## src/mvf_pkg.sv

```systemverilog
// Shared constants, types and a helper function for the moving average filter.
package mvf_pkg;

   localparam int WINDOW_MAX   = 64;
   localparam int WINDOW_MIN   = 2;
   localparam int SAMPLE_WIDTH = 16;
   localparam int WINDOW_WIDTH = 7;
   localparam int PTR_WIDTH    = $clog2(WINDOW_MAX);
   localparam int COUNT_WIDTH  = $clog2(WINDOW_MAX + 1);
   localparam int SUM_WIDTH    = SAMPLE_WIDTH + $clog2(WINDOW_MAX);
   localparam int STEP_WIDTH   = $clog2(SUM_WIDTH);

   typedef logic [SAMPLE_WIDTH-1:0] sample_type;
   typedef logic [PTR_WIDTH-1:0]    ptr_type;
   typedef logic [COUNT_WIDTH-1:0]  count_type;
   typedef logic [SUM_WIDTH-1:0]    sum_type;

   typedef enum logic [1:0] {
      ST_IDLE,
      ST_READ,
      ST_DIVIDE
   } state_type;

   // Ring write port, driven by the control logic.
   typedef struct packed {
      logic       en;
      ptr_type    addr;
      sample_type data;
   } ring_write_type;

   // Limits a written window length to the supported range.
   function automatic count_type clamp_window(input logic [WINDOW_WIDTH-1:0] value);
      logic [WINDOW_WIDTH:0] wide;
      begin
         wide = {1'b0, value};
         if (wide < (WINDOW_WIDTH + 1)'(WINDOW_MIN)) begin
            return count_type'(WINDOW_MIN);
         end else if (wide > (WINDOW_WIDTH + 1)'(WINDOW_MAX)) begin
            return count_type'(WINDOW_MAX);
         end else begin
            return count_type'(wide);
         end
      end
   endfunction

endpackage

```

## src/mvf_if.sv

```systemverilog
// Handshake interfaces for the sample and result channels.
interface mvf_req_if
   import mvf_pkg::*;
();
   logic       valid;
   logic       ready;
   sample_type sample;

   modport source (output valid, output sample, input ready);
   modport sink (input valid, input sample, output ready);
endinterface

interface mvf_rsp_if
   import mvf_pkg::*;
();
   logic       valid;
   logic       ready;
   sample_type mean;
   logic       window_full;

   modport source (output valid, output mean, output window_full, input ready);
   modport sink (input valid, input mean, input window_full, output ready);
endinterface

```

## src/mvf_ring.sv

```systemverilog
// Sample ring memory with per-entry valid bits so that unwritten slots read as zero.
module mvf_ring
   import mvf_pkg::*;
(
   input  logic           clock,
   input  logic           reset,
   input  logic           clear,
   input  ptr_type        rd_addr,
   output sample_type     rd_data,
   input  ring_write_type wr
);

   sample_type              mem [WINDOW_MAX];
   logic [WINDOW_MAX-1:0]   valid_ff;
   logic [WINDOW_MAX-1:0]   valid_in;
   sample_type              rd_data_ff;
   logic                    rd_valid_ff;

   always_comb begin
      valid_in = valid_ff;
      if (clear) begin
         valid_in = '0;
      end else if (wr.en) begin
         valid_in[wr.addr] = 1'b1;
      end
   end

   always_ff @(posedge clock) begin
      if (reset) begin
         valid_ff <= '0;
      end else begin
         valid_ff <= valid_in;
      end
   end

   always_ff @(posedge clock) begin
      if (wr.en) begin
         mem[wr.addr] <= wr.data;
      end
      rd_data_ff  <= mem[rd_addr];
      rd_valid_ff <= valid_ff[rd_addr];
   end

   assign rd_data = rd_valid_ff ? rd_data_ff : '0;

endmodule

```

## src/mvf_divider.sv

```systemverilog
// Bit-serial restoring divider: one quotient bit per cycle.
module mvf_divider
   import mvf_pkg::*;
(
   input  logic      clock,
   input  logic      reset,
   input  logic      start,
   input  sum_type   dividend,
   input  count_type divisor,
   output logic      done,
   output sum_type   quotient
);

   sum_type                 shift_ff, shift_in;
   count_type               rem_ff, rem_in;
   count_type               divisor_ff, divisor_in;
   logic [STEP_WIDTH-1:0]   step_ff, step_in;
   logic                    busy_ff, busy_in;
   logic                    done_ff, done_in;
   logic [COUNT_WIDTH:0]    trial;
   logic [COUNT_WIDTH:0]    diff;
   logic                    fits;

   always_comb begin
      // The partial remainder takes the next dividend bit from the top of the shifter.
      trial = {rem_ff, shift_ff[SUM_WIDTH-1]};
      diff  = trial - {1'b0, divisor_ff};
      fits  = trial >= {1'b0, divisor_ff};

      shift_in   = shift_ff;
      rem_in     = rem_ff;
      divisor_in = divisor_ff;
      step_in    = step_ff;
      busy_in    = busy_ff;
      done_in    = done_ff;

      if (start) begin
         shift_in   = dividend;
         rem_in     = '0;
         divisor_in = divisor;
         step_in    = STEP_WIDTH'(SUM_WIDTH - 1);
         busy_in    = 1'b1;
         done_in    = 1'b0;
      end else if (busy_ff) begin
         shift_in = {shift_ff[SUM_WIDTH-2:0], fits};
         rem_in   = fits ? diff[COUNT_WIDTH-1:0] : trial[COUNT_WIDTH-1:0];
         if (step_ff == '0) begin
            busy_in = 1'b0;
            done_in = 1'b1;
         end else begin
            step_in = step_ff - 1'b1;
         end
      end
   end

   always_ff @(posedge clock) begin
      if (reset) begin
         busy_ff <= 1'b0;
         done_ff <= 1'b0;
         step_ff <= '0;
      end else begin
         busy_ff <= busy_in;
         done_ff <= done_in;
         step_ff <= step_in;
      end
   end

   always_ff @(posedge clock) begin
      shift_ff   <= shift_in;
      rem_ff     <= rem_in;
      divisor_ff <= divisor_in;
   end

   assign done     = done_ff;
   assign quotient = shift_ff;

endmodule

```

## src/moving_average_filter_top.sv

```systemverilog
// Top level of the moving average filter: control, running sum and result register.
//
//   Channel   Direction   Beat contents
//   req_bus   in          sample[15:0]
//   rsp_bus   out         mean[15:0], window_full
//   csr       in          csr_wdata[6:0] = window_size, written when csr_we is high
//
// Each sample beat goes through one ring read, one sum update and the bit-serial
// divider before its result is loaded. The next sample is taken at the earliest
// in the cycle after that load.
// The block takes one sample at a time; a result waiting in the output register
// does not hold off the next sample, only the loading of its result.
// Reset is synchronous; it empties the ring, clears the sum, pointer and fill
// count and sets the window length to two. A window write does the same clearing.
module moving_average_filter_top
   import mvf_pkg::*;
(
   input  logic                    clock,
   input  logic                    reset,
   mvf_req_if.sink                 req_bus,
   mvf_rsp_if.source               rsp_bus,
   input  logic                    csr_we,
   input  logic [WINDOW_WIDTH-1:0] csr_wdata
);

   state_type      state_ff, state_in;
   ptr_type        wp_ff, wp_in;
   sum_type        sum_ff, sum_in;
   count_type      fill_ff, fill_in;
   count_type      ws_ff, ws_in;
   sample_type     sample_ff;
   logic           full_pend_ff;
   logic           rsp_valid_ff, rsp_valid_in;
   sample_type     mean_ff;
   logic           full_ff;

   logic           req_ready;
   logic           div_start;
   logic           rsp_load;
   logic           div_done;
   sum_type        quotient;
   sample_type     old_sample;
   ring_write_type ring_wr;
   ptr_type        slot;
   count_type      slot_next;

   // A pointer at or past the window end wraps to slot zero before use.
   assign slot      = (count_type'(wp_ff) >= ws_ff) ? '0 : wp_ff;
   assign slot_next = count_type'(slot) + 1'b1;

   always_comb begin
      state_in  = state_ff;
      req_ready = 1'b0;
      div_start = 1'b0;
      rsp_load  = 1'b0;
      case (state_ff)
         ST_IDLE: begin
            req_ready = 1'b1;
            if (req_bus.valid) begin
               state_in = ST_READ;
            end
         end
         ST_READ: begin
            div_start = 1'b1;
            state_in  = ST_DIVIDE;
         end
         ST_DIVIDE: begin
            if (div_done && (!rsp_valid_ff || rsp_bus.ready)) begin
               rsp_load = 1'b1;
               state_in = ST_IDLE;
            end
         end
         default: begin
            state_in = ST_IDLE;
         end
      endcase
   end

   always_comb begin
      wp_in   = wp_ff;
      sum_in  = sum_ff;
      fill_in = fill_ff;
      ws_in   = ws_ff;
      if (csr_we) begin
         ws_in   = clamp_window(csr_wdata);
         wp_in   = '0;
         sum_in  = '0;
         fill_in = '0;
      end else if (div_start) begin
         sum_in  = sum_ff - sum_type'(old_sample) + sum_type'(sample_ff);
         wp_in   = (slot_next >= ws_ff) ? '0 : slot_next[PTR_WIDTH-1:0];
         if (fill_ff < ws_ff) begin
            fill_in = fill_ff + 1'b1;
         end
      end
   end

   always_comb begin
      rsp_valid_in = rsp_valid_ff;
      if (rsp_load) begin
         rsp_valid_in = 1'b1;
      end else if (rsp_bus.ready) begin
         rsp_valid_in = 1'b0;
      end
   end

   always_ff @(posedge clock) begin
      if (reset) begin
         state_ff     <= ST_IDLE;
         wp_ff        <= '0;
         sum_ff       <= '0;
         fill_ff      <= '0;
         ws_ff        <= count_type'(WINDOW_MIN);
         rsp_valid_ff <= 1'b0;
      end else begin
         state_ff     <= state_in;
         wp_ff        <= wp_in;
         sum_ff       <= sum_in;
         fill_ff      <= fill_in;
         ws_ff        <= ws_in;
         rsp_valid_ff <= rsp_valid_in;
      end
   end

   always_ff @(posedge clock) begin
      if (req_ready && req_bus.valid) begin
         sample_ff <= req_bus.sample;
      end
      if (div_start) begin
         full_pend_ff <= (fill_in >= ws_ff);
      end
      if (rsp_load) begin
         mean_ff <= quotient[SAMPLE_WIDTH-1:0];
         full_ff <= full_pend_ff;
      end
   end

   assign ring_wr.en   = div_start;
   assign ring_wr.addr = slot;
   assign ring_wr.data = sample_ff;

   mvf_ring u_ring (
      .clock   (clock),
      .reset   (reset),
      .clear   (csr_we),
      .rd_addr (slot),
      .rd_data (old_sample),
      .wr      (ring_wr)
   );

   mvf_divider u_divider (
      .clock    (clock),
      .reset    (reset),
      .start    (div_start),
      .dividend (sum_in),
      .divisor  (ws_ff),
      .done     (div_done),
      .quotient (quotient)
   );

   assign req_bus.ready       = req_ready;
   assign rsp_bus.valid       = rsp_valid_ff;
   assign rsp_bus.mean        = mean_ff;
   assign rsp_bus.window_full = full_ff;

endmodule

```

## src/flat_wrapper.sv

```systemverilog
// flat-port wrapper written by rule: the top's interface ports become plain ports
module moving_average_filter_top_flat import mvf_pkg::*;
  (clock, reset, csr_we, csr_wdata, req_bus_valid, req_bus_sample, req_bus_ready, rsp_bus_valid, rsp_bus_mean, rsp_bus_window_full, rsp_bus_ready);
  mvf_req_if req_bus_i ();
  mvf_rsp_if rsp_bus_i ();
  input  logic clock;
  input  logic reset;
  input  logic csr_we;
  input  logic [WINDOW_WIDTH-1:0] csr_wdata;
  input wire logic [$bits(req_bus_i.valid)-1:0] req_bus_valid;
  input wire logic [$bits(req_bus_i.sample)-1:0] req_bus_sample;
  output wire logic [$bits(req_bus_i.ready)-1:0] req_bus_ready;
  output wire logic [$bits(rsp_bus_i.valid)-1:0] rsp_bus_valid;
  output wire logic [$bits(rsp_bus_i.mean)-1:0] rsp_bus_mean;
  output wire logic [$bits(rsp_bus_i.window_full)-1:0] rsp_bus_window_full;
  input wire logic [$bits(rsp_bus_i.ready)-1:0] rsp_bus_ready;
  assign req_bus_i.valid = req_bus_valid;
  assign req_bus_i.sample = req_bus_sample;
  assign req_bus_ready = req_bus_i.ready;
  assign rsp_bus_valid = rsp_bus_i.valid;
  assign rsp_bus_mean = rsp_bus_i.mean;
  assign rsp_bus_window_full = rsp_bus_i.window_full;
  assign rsp_bus_i.ready = rsp_bus_ready;
  moving_average_filter_top u_core (.clock(clock), .reset(reset), .req_bus(req_bus_i), .rsp_bus(rsp_bus_i), .csr_we(csr_we), .csr_wdata(csr_wdata));
endmodule
```

## config.mk

```make
export PLATFORM = sky130hd
export DESIGN_NAME = moving_average_filter_top_flat
export DESIGN_NICKNAME = d
export VERILOG_FILES = /design/src/mvf_pkg.sv /design/src/mvf_if.sv /design/src/mvf_ring.sv /design/src/mvf_divider.sv /design/src/moving_average_filter_top.sv /design/src/flat_wrapper.sv
export SDC_FILE = /design/constraint.sdc
export NUM_CORES = 1
export LEC_CHECK = 0
export BUFFER_PORTS_ARGS = -buffer_cell sky130_fd_sc_hd__buf_2
export CORE_MARGIN = 2
export CORE_UTILIZATION = 40
export DETAILED_ROUTE_END_ITERATION = 16
export PLACE_DENSITY = 0.56
export SETUP_SLACK_MARGIN = 0.4
export SLEW_MARGIN = 20
export SYNTH_ARGS = -nofsm -noshare
export SYNTH_HDL_FRONTEND = slang
export SYNTH_SLANG_ARGS = --single-unit
```

## constraint.sdc

```tcl
create_clock -name clock -period 5.5 [get_ports clock]
set_clock_uncertainty 0.15 [all_clocks]
set_input_delay 1.1 -clock clock [delete_from_list [all_inputs] [get_ports clock]]
set_output_delay 1.1 -clock clock [all_outputs]
set_load 0.02 [all_outputs]
```

==> results of run 1 <==
layer usage:
metal	routed length, µm	GRT usage, %
met3	12900	5.09
met1	58000	31.8
met2	65200	36.4
met5	56	0
met4	4550	8.02
worst max-delay path by stage:
stage                                         endpoint  cells after the start
2_1_floorplan  u_core.u_divider.quotient[21]$_DFFE_PP_                     13
3_3_place_gp      u_core.u_ring.rd_data_ff[12]$_DFF_P_                      9
3_5_place_dp      u_core.u_ring.rd_data_ff[12]$_DFF_P_                      9
4_1_cts                   u_core.wp_ff[0]$_SDFFE_PP0P_                     15
5_1_grt                   u_core.wp_ff[0]$_SDFFE_PP0P_                     15
6_report                  u_core.wp_ff[0]$_SDFFE_PP0P_                     15
placed cells by master, fill, tap and decap left out, types with 8 or more instances in the layout:
cell	instances
sky130_fd_sc_hd__ha_1	59
sky130_fd_sc_hd__a31oi_1	66
sky130_fd_sc_hd__edfxtp_1	1087
sky130_fd_sc_hd__a221oi_1	54
sky130_fd_sc_hd__nand2b_1	17
sky130_fd_sc_hd__nand3_1	63
sky130_fd_sc_hd__o22ai_1	13
sky130_fd_sc_hd__dfxtp_1	139
sky130_fd_sc_hd__nor2b_1	11
sky130_fd_sc_hd__buf_2	46
sky130_fd_sc_hd__clkbuf_16	137
sky130_fd_sc_hd__o21ai_0	24
sky130_fd_sc_hd__mux2_2	55
sky130_fd_sc_hd__buf_4	144
sky130_fd_sc_hd__a22o_1	67
sky130_fd_sc_hd__clkbuf_1	34
sky130_fd_sc_hd__clkinv_1	21
sky130_fd_sc_hd__inv_1	99
sky130_fd_sc_hd__clkinv_2	21
sky130_fd_sc_hd__fa_1	17
sky130_fd_sc_hd__clkbuf_8	9
sky130_fd_sc_hd__a211oi_1	10
sky130_fd_sc_hd__a222oi_1	102
sky130_fd_sc_hd__buf_12	9
sky130_fd_sc_hd__or3_1	8
sky130_fd_sc_hd__xnor2_1	21
sky130_fd_sc_hd__nor2_1	195
sky130_fd_sc_hd__o21a_1	43
sky130_fd_sc_hd__and2_1	19
sky130_fd_sc_hd__xor2_1	12
sky130_fd_sc_hd__mux2i_1	37
sky130_fd_sc_hd__nand2_1	88
sky130_fd_sc_hd__a21o_1	21
sky130_fd_sc_hd__a21oi_1	107
sky130_fd_sc_hd__nand4_1	17
sky130_fd_sc_hd__a22oi_1	232
sky130_fd_sc_hd__nor3_1	31
where the power goes:
part,internal (mW),switching [mW]
Combinational,0.317,0.703
Sequential,10.3,0.0676
Clock,4.94,3.61
Total,15.5,4.38
logic make-up after synthesis:
kind of cell	Yosys count
flip-flops	1227
AO/OA/AOI/OAI	787
AND/OR/NAND/NOR	482
buffers and inverters	268
multiplexers	92
adder cells (fa/ha/maj)	76
XOR/XNOR	33
worst reg2reg max path, stage by stage, from the launching register on:
cell,delay [ps]
sky130_fd_sc_hd__dfxtp_1,620
sky130_fd_sc_hd__ha_1,220
sky130_fd_sc_hd__nor2b_1,200
sky130_fd_sc_hd__and3_1,750
sky130_fd_sc_hd__a21oi_1,190
sky130_fd_sc_hd__and2_1,210
sky130_fd_sc_hd__ha_1,290
sky130_fd_sc_hd__ha_1,290
sky130_fd_sc_hd__a21o_1,160
sky130_fd_sc_hd__a21o_1,190
sky130_fd_sc_hd__a21o_1,170
sky130_fd_sc_hd__a21o_1,170
sky130_fd_sc_hd__a21o_1,190
sky130_fd_sc_hd__a211oi_1,680
sky130_fd_sc_hd__a22oi_1,190
sky130_fd_sc_hd__nor2_1,130
cell type report:
class	instances	share of cell area (%)
inverter	100	0.695
clock inverter	61	0.903
clock buffer	180	6.81
multi-input combinational	1470	19.7
sequential	1227	65.6
tap	1524	3.53
timing repair buffer	200	2.79
synthesized netlist by cell type (63+ instances only):
library cell,n
sky130_fd_sc_hd__a222oi_1,102
sky130_fd_sc_hd__inv_1,99
sky130_fd_sc_hd__edfxtp_1,1087
sky130_fd_sc_hd__a21oi_1,107
sky130_fd_sc_hd__nor2_1,201
sky130_fd_sc_hd__a31oi_1,66
sky130_fd_sc_hd__a22o_1,67
sky130_fd_sc_hd__nand3_1,63
sky130_fd_sc_hd__nand2_1,88
sky130_fd_sc_hd__dfxtp_1,140
sky130_fd_sc_hd__clkbuf_1,96
sky130_fd_sc_hd__a22oi_1,232
sequential cells by signal, summed over array words and instances (netlist names):
| register | count |
|---|---|
| u_core.ws_ff | 7 |
| u_core.u_divider.step_ff | 5 |
| u_core.fill_ff | 7 |
| u_core.u_divider.busy_ff | 1 |
| u_core.u_divider.done | 1 |
| u_core.u_ring.valid_ff | 64 |
| u_core.u_ring.rd_valid_ff | 1 |
| u_core.state_ff | 2 |
| u_core.sample_ff | 16 |
| u_core.rsp_bus.mean | 16 |
| u_core.full_pend_ff | 1 |
| u_core.rsp_bus.window_full | 1 |
| u_core.u_ring.rd_data_ff | 16 |
| u_core.wp_ff | 6 |
| u_core.rsp_bus.valid | 1 |
| u_core.sum_ff | 22 |
| u_core.u_divider.rem_ff | 7 |
| u_core.u_divider.quotient | 22 |
| u_core.u_divider.divisor_ff | 7 |
| u_core.u_ring.mem | 1024 |
==> metrics, run 1 <==
input/output buffers 46; count of routing violations after the opening detailed-route iteration 4341; Util after Layout 46.4%; dpl cells 4520; WP data required 6000 ps; standard-cell rows 125; die width 347 µm; synthesized netlist net count 3069; worst skew pair latency 740 ps; number of global-route vias before repair 28300; Hold Violations, Final 0; antenna violations before repair 6; antenna violation net count after detailed routing 0; count of final setup violators 0; CTS tree done; Crit-path slowest cell sky130_fd_sc_hd__and3_1; area share of the largest cell type after synthesis 69.4%; total power divided by cell area 368 mW/mm²; crit-path max cell delay 750 ps; maximum number of pins on one net before global-route repair 65; Clock Tree Root sky130_fd_sc_hd__clkbuf_16; number of warnings issued by yosys 0; Worst R2R Path Depth 15; post-synth cell types 64; critical path arrival 5370 ps; startpoint of the worst-slack reg-to-reg timing path u_core.wp_ff[5]$_SDFFE_PP0P_; Max Freq 0.205 GHz; number of clock sinks 1227; post-detailed-route wirelength per cell 29.5 µm; die height 347 µm; die area 0.120 mm²; area inside the core boundary 0.117 mm²; global-route usage over all layers 23.1%; diodes inserted 0; Cells on Worst Hold Path 0; end of the worst register-to-register path u_core.wp_ff[0]$_SDFFE_PP0P_; cell area reported after detailed placement 0.0499 mm²; final layout net count 3234; Final Slew Violations 0; dominant combinational cell family by area after synthesis compound AO/OA/AOI/OAI gates; count of fill cells added during filler insertion 9888; vias after detailed routing 28600; post-CTS setup repair buffer count 0; starting density of the core 40.4%; proportion of layout cells with a drive suffix above 1 14.5%; global-route wire length before repair 202000 µm; Synth Area in XOR/XNOR 0.614%; per-cell via count in the routed design 6.00; combined flip-flop and latch cell area 0.0354 mm²; non-filler cells in the finished layout 4762; Synth async-reset ratio 0%; Min-Delay Path Class flip-flop to flip-flop; setup repair after global routing missed its margin false; synthesized-area fraction occupied by and/or/nand/nor cells 4.64%; CP max FO 10; adder and majority gate portion of the synthesized area 2.29%; hold path startpoint u_core.full_pend_ff$_DFFE_PP_; Setup Total Neg Slack 0 ps; worst reg2reg setup slack 630 ps; grt total ovfl 0; hpwl dp 84600 µm; final worst-path cycle share 88.5%; worst IR drop on VDD 0.286 mV; transition time at the pin with the least slew margin 1160 ps; number of H-tree branching levels 4; post-synthesis compound-gate area fraction 12.7%; Post-synth EDFFs 1087; crit path kind flip-flop to flip-flop; Slew HR 22.3%; post-cts resize count 0; proportion of synthesized area in mux cells 2.10%; static power due to leakage 17.7 nW; Non-Filler Cell Area, Final 0.0540 mm²; shortest period the worst path allows 4870 ps; cell seen most often among critical-path stages sky130_fd_sc_hd__a21o_1; number of hold buffers added after cts 0; largest cells by area after synthesis sky130_fd_sc_hd__edfxtp_1 (69%), sky130_fd_sc_hd__dfxtp_1 (6.0%), sky130_fd_sc_hd__a22oi_1 (3.7%), sky130_fd_sc_hd__a222oi_1 (2.2%), sky130_fd_sc_hd__nor2_1 (1.6%); part of the Yosys area used for sequential elements 75.3%; total clock buffers created by CTS 131; Layout Area Growth over Synthesis 14.8%; Primary FF master, synth sky130_fd_sc_hd__edfxtp_1; final critical-path setup slack 633 ps; Setup Slack @ Placement 750 ps; Post-Syn Instances 2965; routed wire length 141000 µm; Critical path origin u_core.wp_ff[5]$_SDFFE_PP0P_; Post-Syn Area per Cell 15.9 µm²; CP top delay family compound AO/OA/AOI/OAI gates; clock transition at the register clock pins on the worst setup and hold paths after CTS 60 ps; final weighted congestion of routability-driven global placement 0.869; outcome completed; startpoint class of the critical path flip-flop; Power Total 19.9 mW; CP Buf/Inv Count 0; Fin Hold WS 284 ps; multi-input logic area 0.0106 mm²; number of buffers on the longest clock path 3; number of max-capacitance violations reported 0; cells traversed along the worst timing path ha_1 -> nor2b_1 -> and3_1 -> a21oi_1 -> and2_1 -> ha_1 -> ha_1 -> a21o_1 -> a21o_1 -> a21o_1 -> a21o_1 -> a21o_1 -> a211oi_1 -> a22oi_1 -> nor2_1; Pre-Repair DR Iteration Count 9; kind of capture point of the worst setup path flip-flop; Hold EP u_core.rsp_bus.window_full$_DFFE_PP_; Synth Cell Area 0.0471 mm²; total DRC errors in the routed layout 0; FF+latch count, synth 1227; boundary pin count 47; library cell occupying the most area in the post-synthesis netlist sky130_fd_sc_hd__edfxtp_1
Power figures use the tool's default switching activity.
==> run 2, diff against run 1 <==
--- a/config.mk
+++ b/config.mk
@@ -5,11 +5,12 @@
 export SDC_FILE = /design/constraint.sdc
 export NUM_CORES = 1
 export LEC_CHECK = 0
-export BUFFER_PORTS_ARGS = -buffer_cell sky130_fd_sc_hd__buf_2
+export BUFFER_PORTS_ARGS = -buffer_cell sky130_fd_sc_hd__clkbuf_2
 export CORE_MARGIN = 2
 export CORE_UTILIZATION = 40
 export DETAILED_ROUTE_END_ITERATION = 16
-export PLACE_DENSITY = 0.56
+export PLACE_DENSITY = 0.58
+export REMOVE_ABC_BUFFERS = 1
 export SETUP_SLACK_MARGIN = 0.4
 export SLEW_MARGIN = 20
 export SYNTH_ARGS = -nofsm -noshare
==> constraint.sdc (replaced) <==
create_clock -name clock -period 4.4 [get_ports clock]
set_clock_uncertainty 0.15 [all_clocks]
set_input_delay 0.88 -clock clock [delete_from_list [all_inputs] [get_ports clock]]
set_output_delay 0.88 -clock clock [all_outputs]
set_load 0.02 [all_outputs]
==> run 2 against run 1 <==
Flip-flop and latch count is the same. Register-to-register slack got worse by 190 ps. Setup slack got worse by 190 ps. Clock-buffer cell count is 35 lower. Maximum frequency is 23% higher. Critical endpoint is now u_core.u_ring.rd_data_ff[10]$_DFF_P_. Largest cell class unchanged. Combinational power increased by 27%. Final area grew 0.81%. Final cell count grew 0.99%. Routed wire length down 3.4%. Non-clock buffer count increased by 63. Clock power rose by 19%.
==> metrics, run 2 (synthesis results as in run 1) <==
Max Freq 0.253 GHz; routed wire length 136000 µm; Pre-Repair DR Iteration Count 8; total clock buffers created by CTS 120; global-route usage over all layers 22.1%; Min-Delay Path Class primary input to flip-flop; die area 0.120 mm²; Layout Area Growth over Synthesis 15.8%; static power due to leakage 18.0 nW; area inside the core boundary 0.117 mm²; largest register by flop count u_core.u_ring.mem; starting density of the core 40.4%; outcome completed; metal3 WL 11800 µm; shortest period the worst path allows 3960 ps; per-cell via count in the routed design 5.99; final weighted congestion of routability-driven global placement 0.915; startpoint class of the critical path flip-flop; Slew HR 27.2%; antenna violation net count after detailed routing 0; number of max-capacitance violations reported 0; most common cell after layout, fill and taps aside sky130_fd_sc_hd__edfxtp_1; number of global-route vias before repair 28500; WP data required 4770 ps; Met1 Wirelength 55500 µm; total length of routed met2 wires 63800 µm; number of buffers on the longest clock path 3; maximum number of pins on one net before global-route repair 82; worst skew pair latency 720 ps; antenna violations before repair 4; number of H-tree branching levels 3; hpwl dp 81900 µm; diodes inserted 0; Final Slew Violations 0; Hold Violations, Final 0; Util after Layout 46.8%; proportion of layout cells with a drive suffix above 1 16.7%; non-filler cells in the finished layout 4809; die height 347 µm; vias after detailed routing 28800; boundary pin count 47; most frequent cells in the layout sky130_fd_sc_hd__edfxtp_1 (1087), sky130_fd_sc_hd__a22oi_1 (230), sky130_fd_sc_hd__buf_4 (201); count of routing violations after the opening detailed-route iteration 3793; total DRC errors in the routed layout 0; global-route wire length before repair 197000 µm; transition time at the pin with the least slew margin 1090 ps; CP max FO 18; setup repair after global routing missed its margin true; post-detailed-route wirelength per cell 28.2 µm; input/output buffers 46; total power divided by cell area 449 mW/mm²; Max Used Layer met5; final worst-path cycle share 89.9%; number of clock sinks 1227; count of final setup violators 0; worst IR drop on VDD 0.353 mV; crit path kind flip-flop to flip-flop; die width 347 µm; leading registers by flop count u_core.u_ring.mem x1024, u_core.u_ring.valid_ff x64; clock transition at the register clock pins on the worst setup and hold paths after CTS 60 ps; kind of capture point of the worst setup path flip-flop; number of hold buffers added after cts 0; standard-cell rows 125; number of flip-flops under the largest register name 1024; Clock Tree Root sky130_fd_sc_hd__clkbuf_16; dpl cells 4577; grt total ovfl 0; critical path arrival 4320 ps; final layout net count 3287; CTS tree done
## run 2: cell count changes in the layout (fill, tap and decap cells not counted), sizes merged
cell	change
inv	-4
clkinvlp	-3
buf	+17
a211o	+1
clkinv	+17
clkbuf	+11
bufinv	+8
## run 2: worst max-delay path: stages, from the launching register on
cell	delay [ps]
sky130_fd_sc_hd__dfxtp_1	360
sky130_fd_sc_hd__inv_2	90
sky130_fd_sc_hd__ha_1	330
sky130_fd_sc_hd__nor2b_2	170
sky130_fd_sc_hd__and3_1	230
sky130_fd_sc_hd__buf_4	230
sky130_fd_sc_hd__a211o_4	480
sky130_fd_sc_hd__buf_4	280
sky130_fd_sc_hd__a222oi_1	440
sky130_fd_sc_hd__o211a_1	260
sky130_fd_sc_hd__o22ai_1	80
sky130_fd_sc_hd__nor4_1	290
sky130_fd_sc_hd__buf_4	170
sky130_fd_sc_hd__nand3_1	180
## run 2: power breakdown
group	total (mW)	internal, mW	switching [mW]
Combinational	1.30	0.421	0.879
Sequential	12.9	12.8	0.0798
Clock	10.2	5.86	4.39
Total	24.5	19.1	5.35
## run 2: final cells by class
class                      count  area, µm²
sequential                  1227      35500
tap                         1524       1910
clock inverter                79        761
timing repair buffer         263       2060
inverter                     100        375
multi-input combinational   1471      10800
fill                        9824      62000
clock buffer                 145       3160
## run 2: what timing repair did
action                     4_1_cts  5_1_grt
pin swaps                        2        9
gates cloned                     0        1
setup buffers                    2        5
setup endpoints to repair       22       80
resized for setup                7       28
## run 2: final timing paths
path / startpoint / end / slack [ps] / depth (start not counted)
min: req_bus_sample[8] / u_core.sample_ff[8]$_DFFE_PP_ / 200 / 1
max reg2reg: u_core.ws_ff[5]$_SDFFE_PP0P_ / u_core.u_ring.rd_data_ff[10]$_DFF_P_ / 440 / 13
min reg2reg: u_core.full_pend_ff$_DFFE_PP_ / u_core.rsp_bus.window_full$_DFFE_PP_ / 260 / 0
max: u_core.ws_ff[5]$_SDFFE_PP0P_ / u_core.u_ring.rd_data_ff[10]$_DFF_P_ / 440 / 13
## run 2: per-layer routing
layer / global-route usage [%] / vias up
li1: - / 12300
met3: 4.03 / 262
met5: 0 / -
met2: 35.5 / 1458
met1: 30.2 / 14800
met4: 7.64 / 4
## run 2: stage by stage
stage | worst slack (ps) | cell area, µm² | TNS [ps] | total power [mW] | hold WS [ps]
finish | 445 | 54500 | 0 | 24.5 | 196
global route | 293 | 54500 | 0 | 25.2 | 162
CTS | 406 | 54300 | 0 | 24.6 | 157
detailed placement | 212 | 50400 | 0 | 14.4 | 255
global placement | 264 | 50400 | 0 | 14.4 | 277
floorplan | -5580 | 46300 | -4139830 | 13.9 | 250
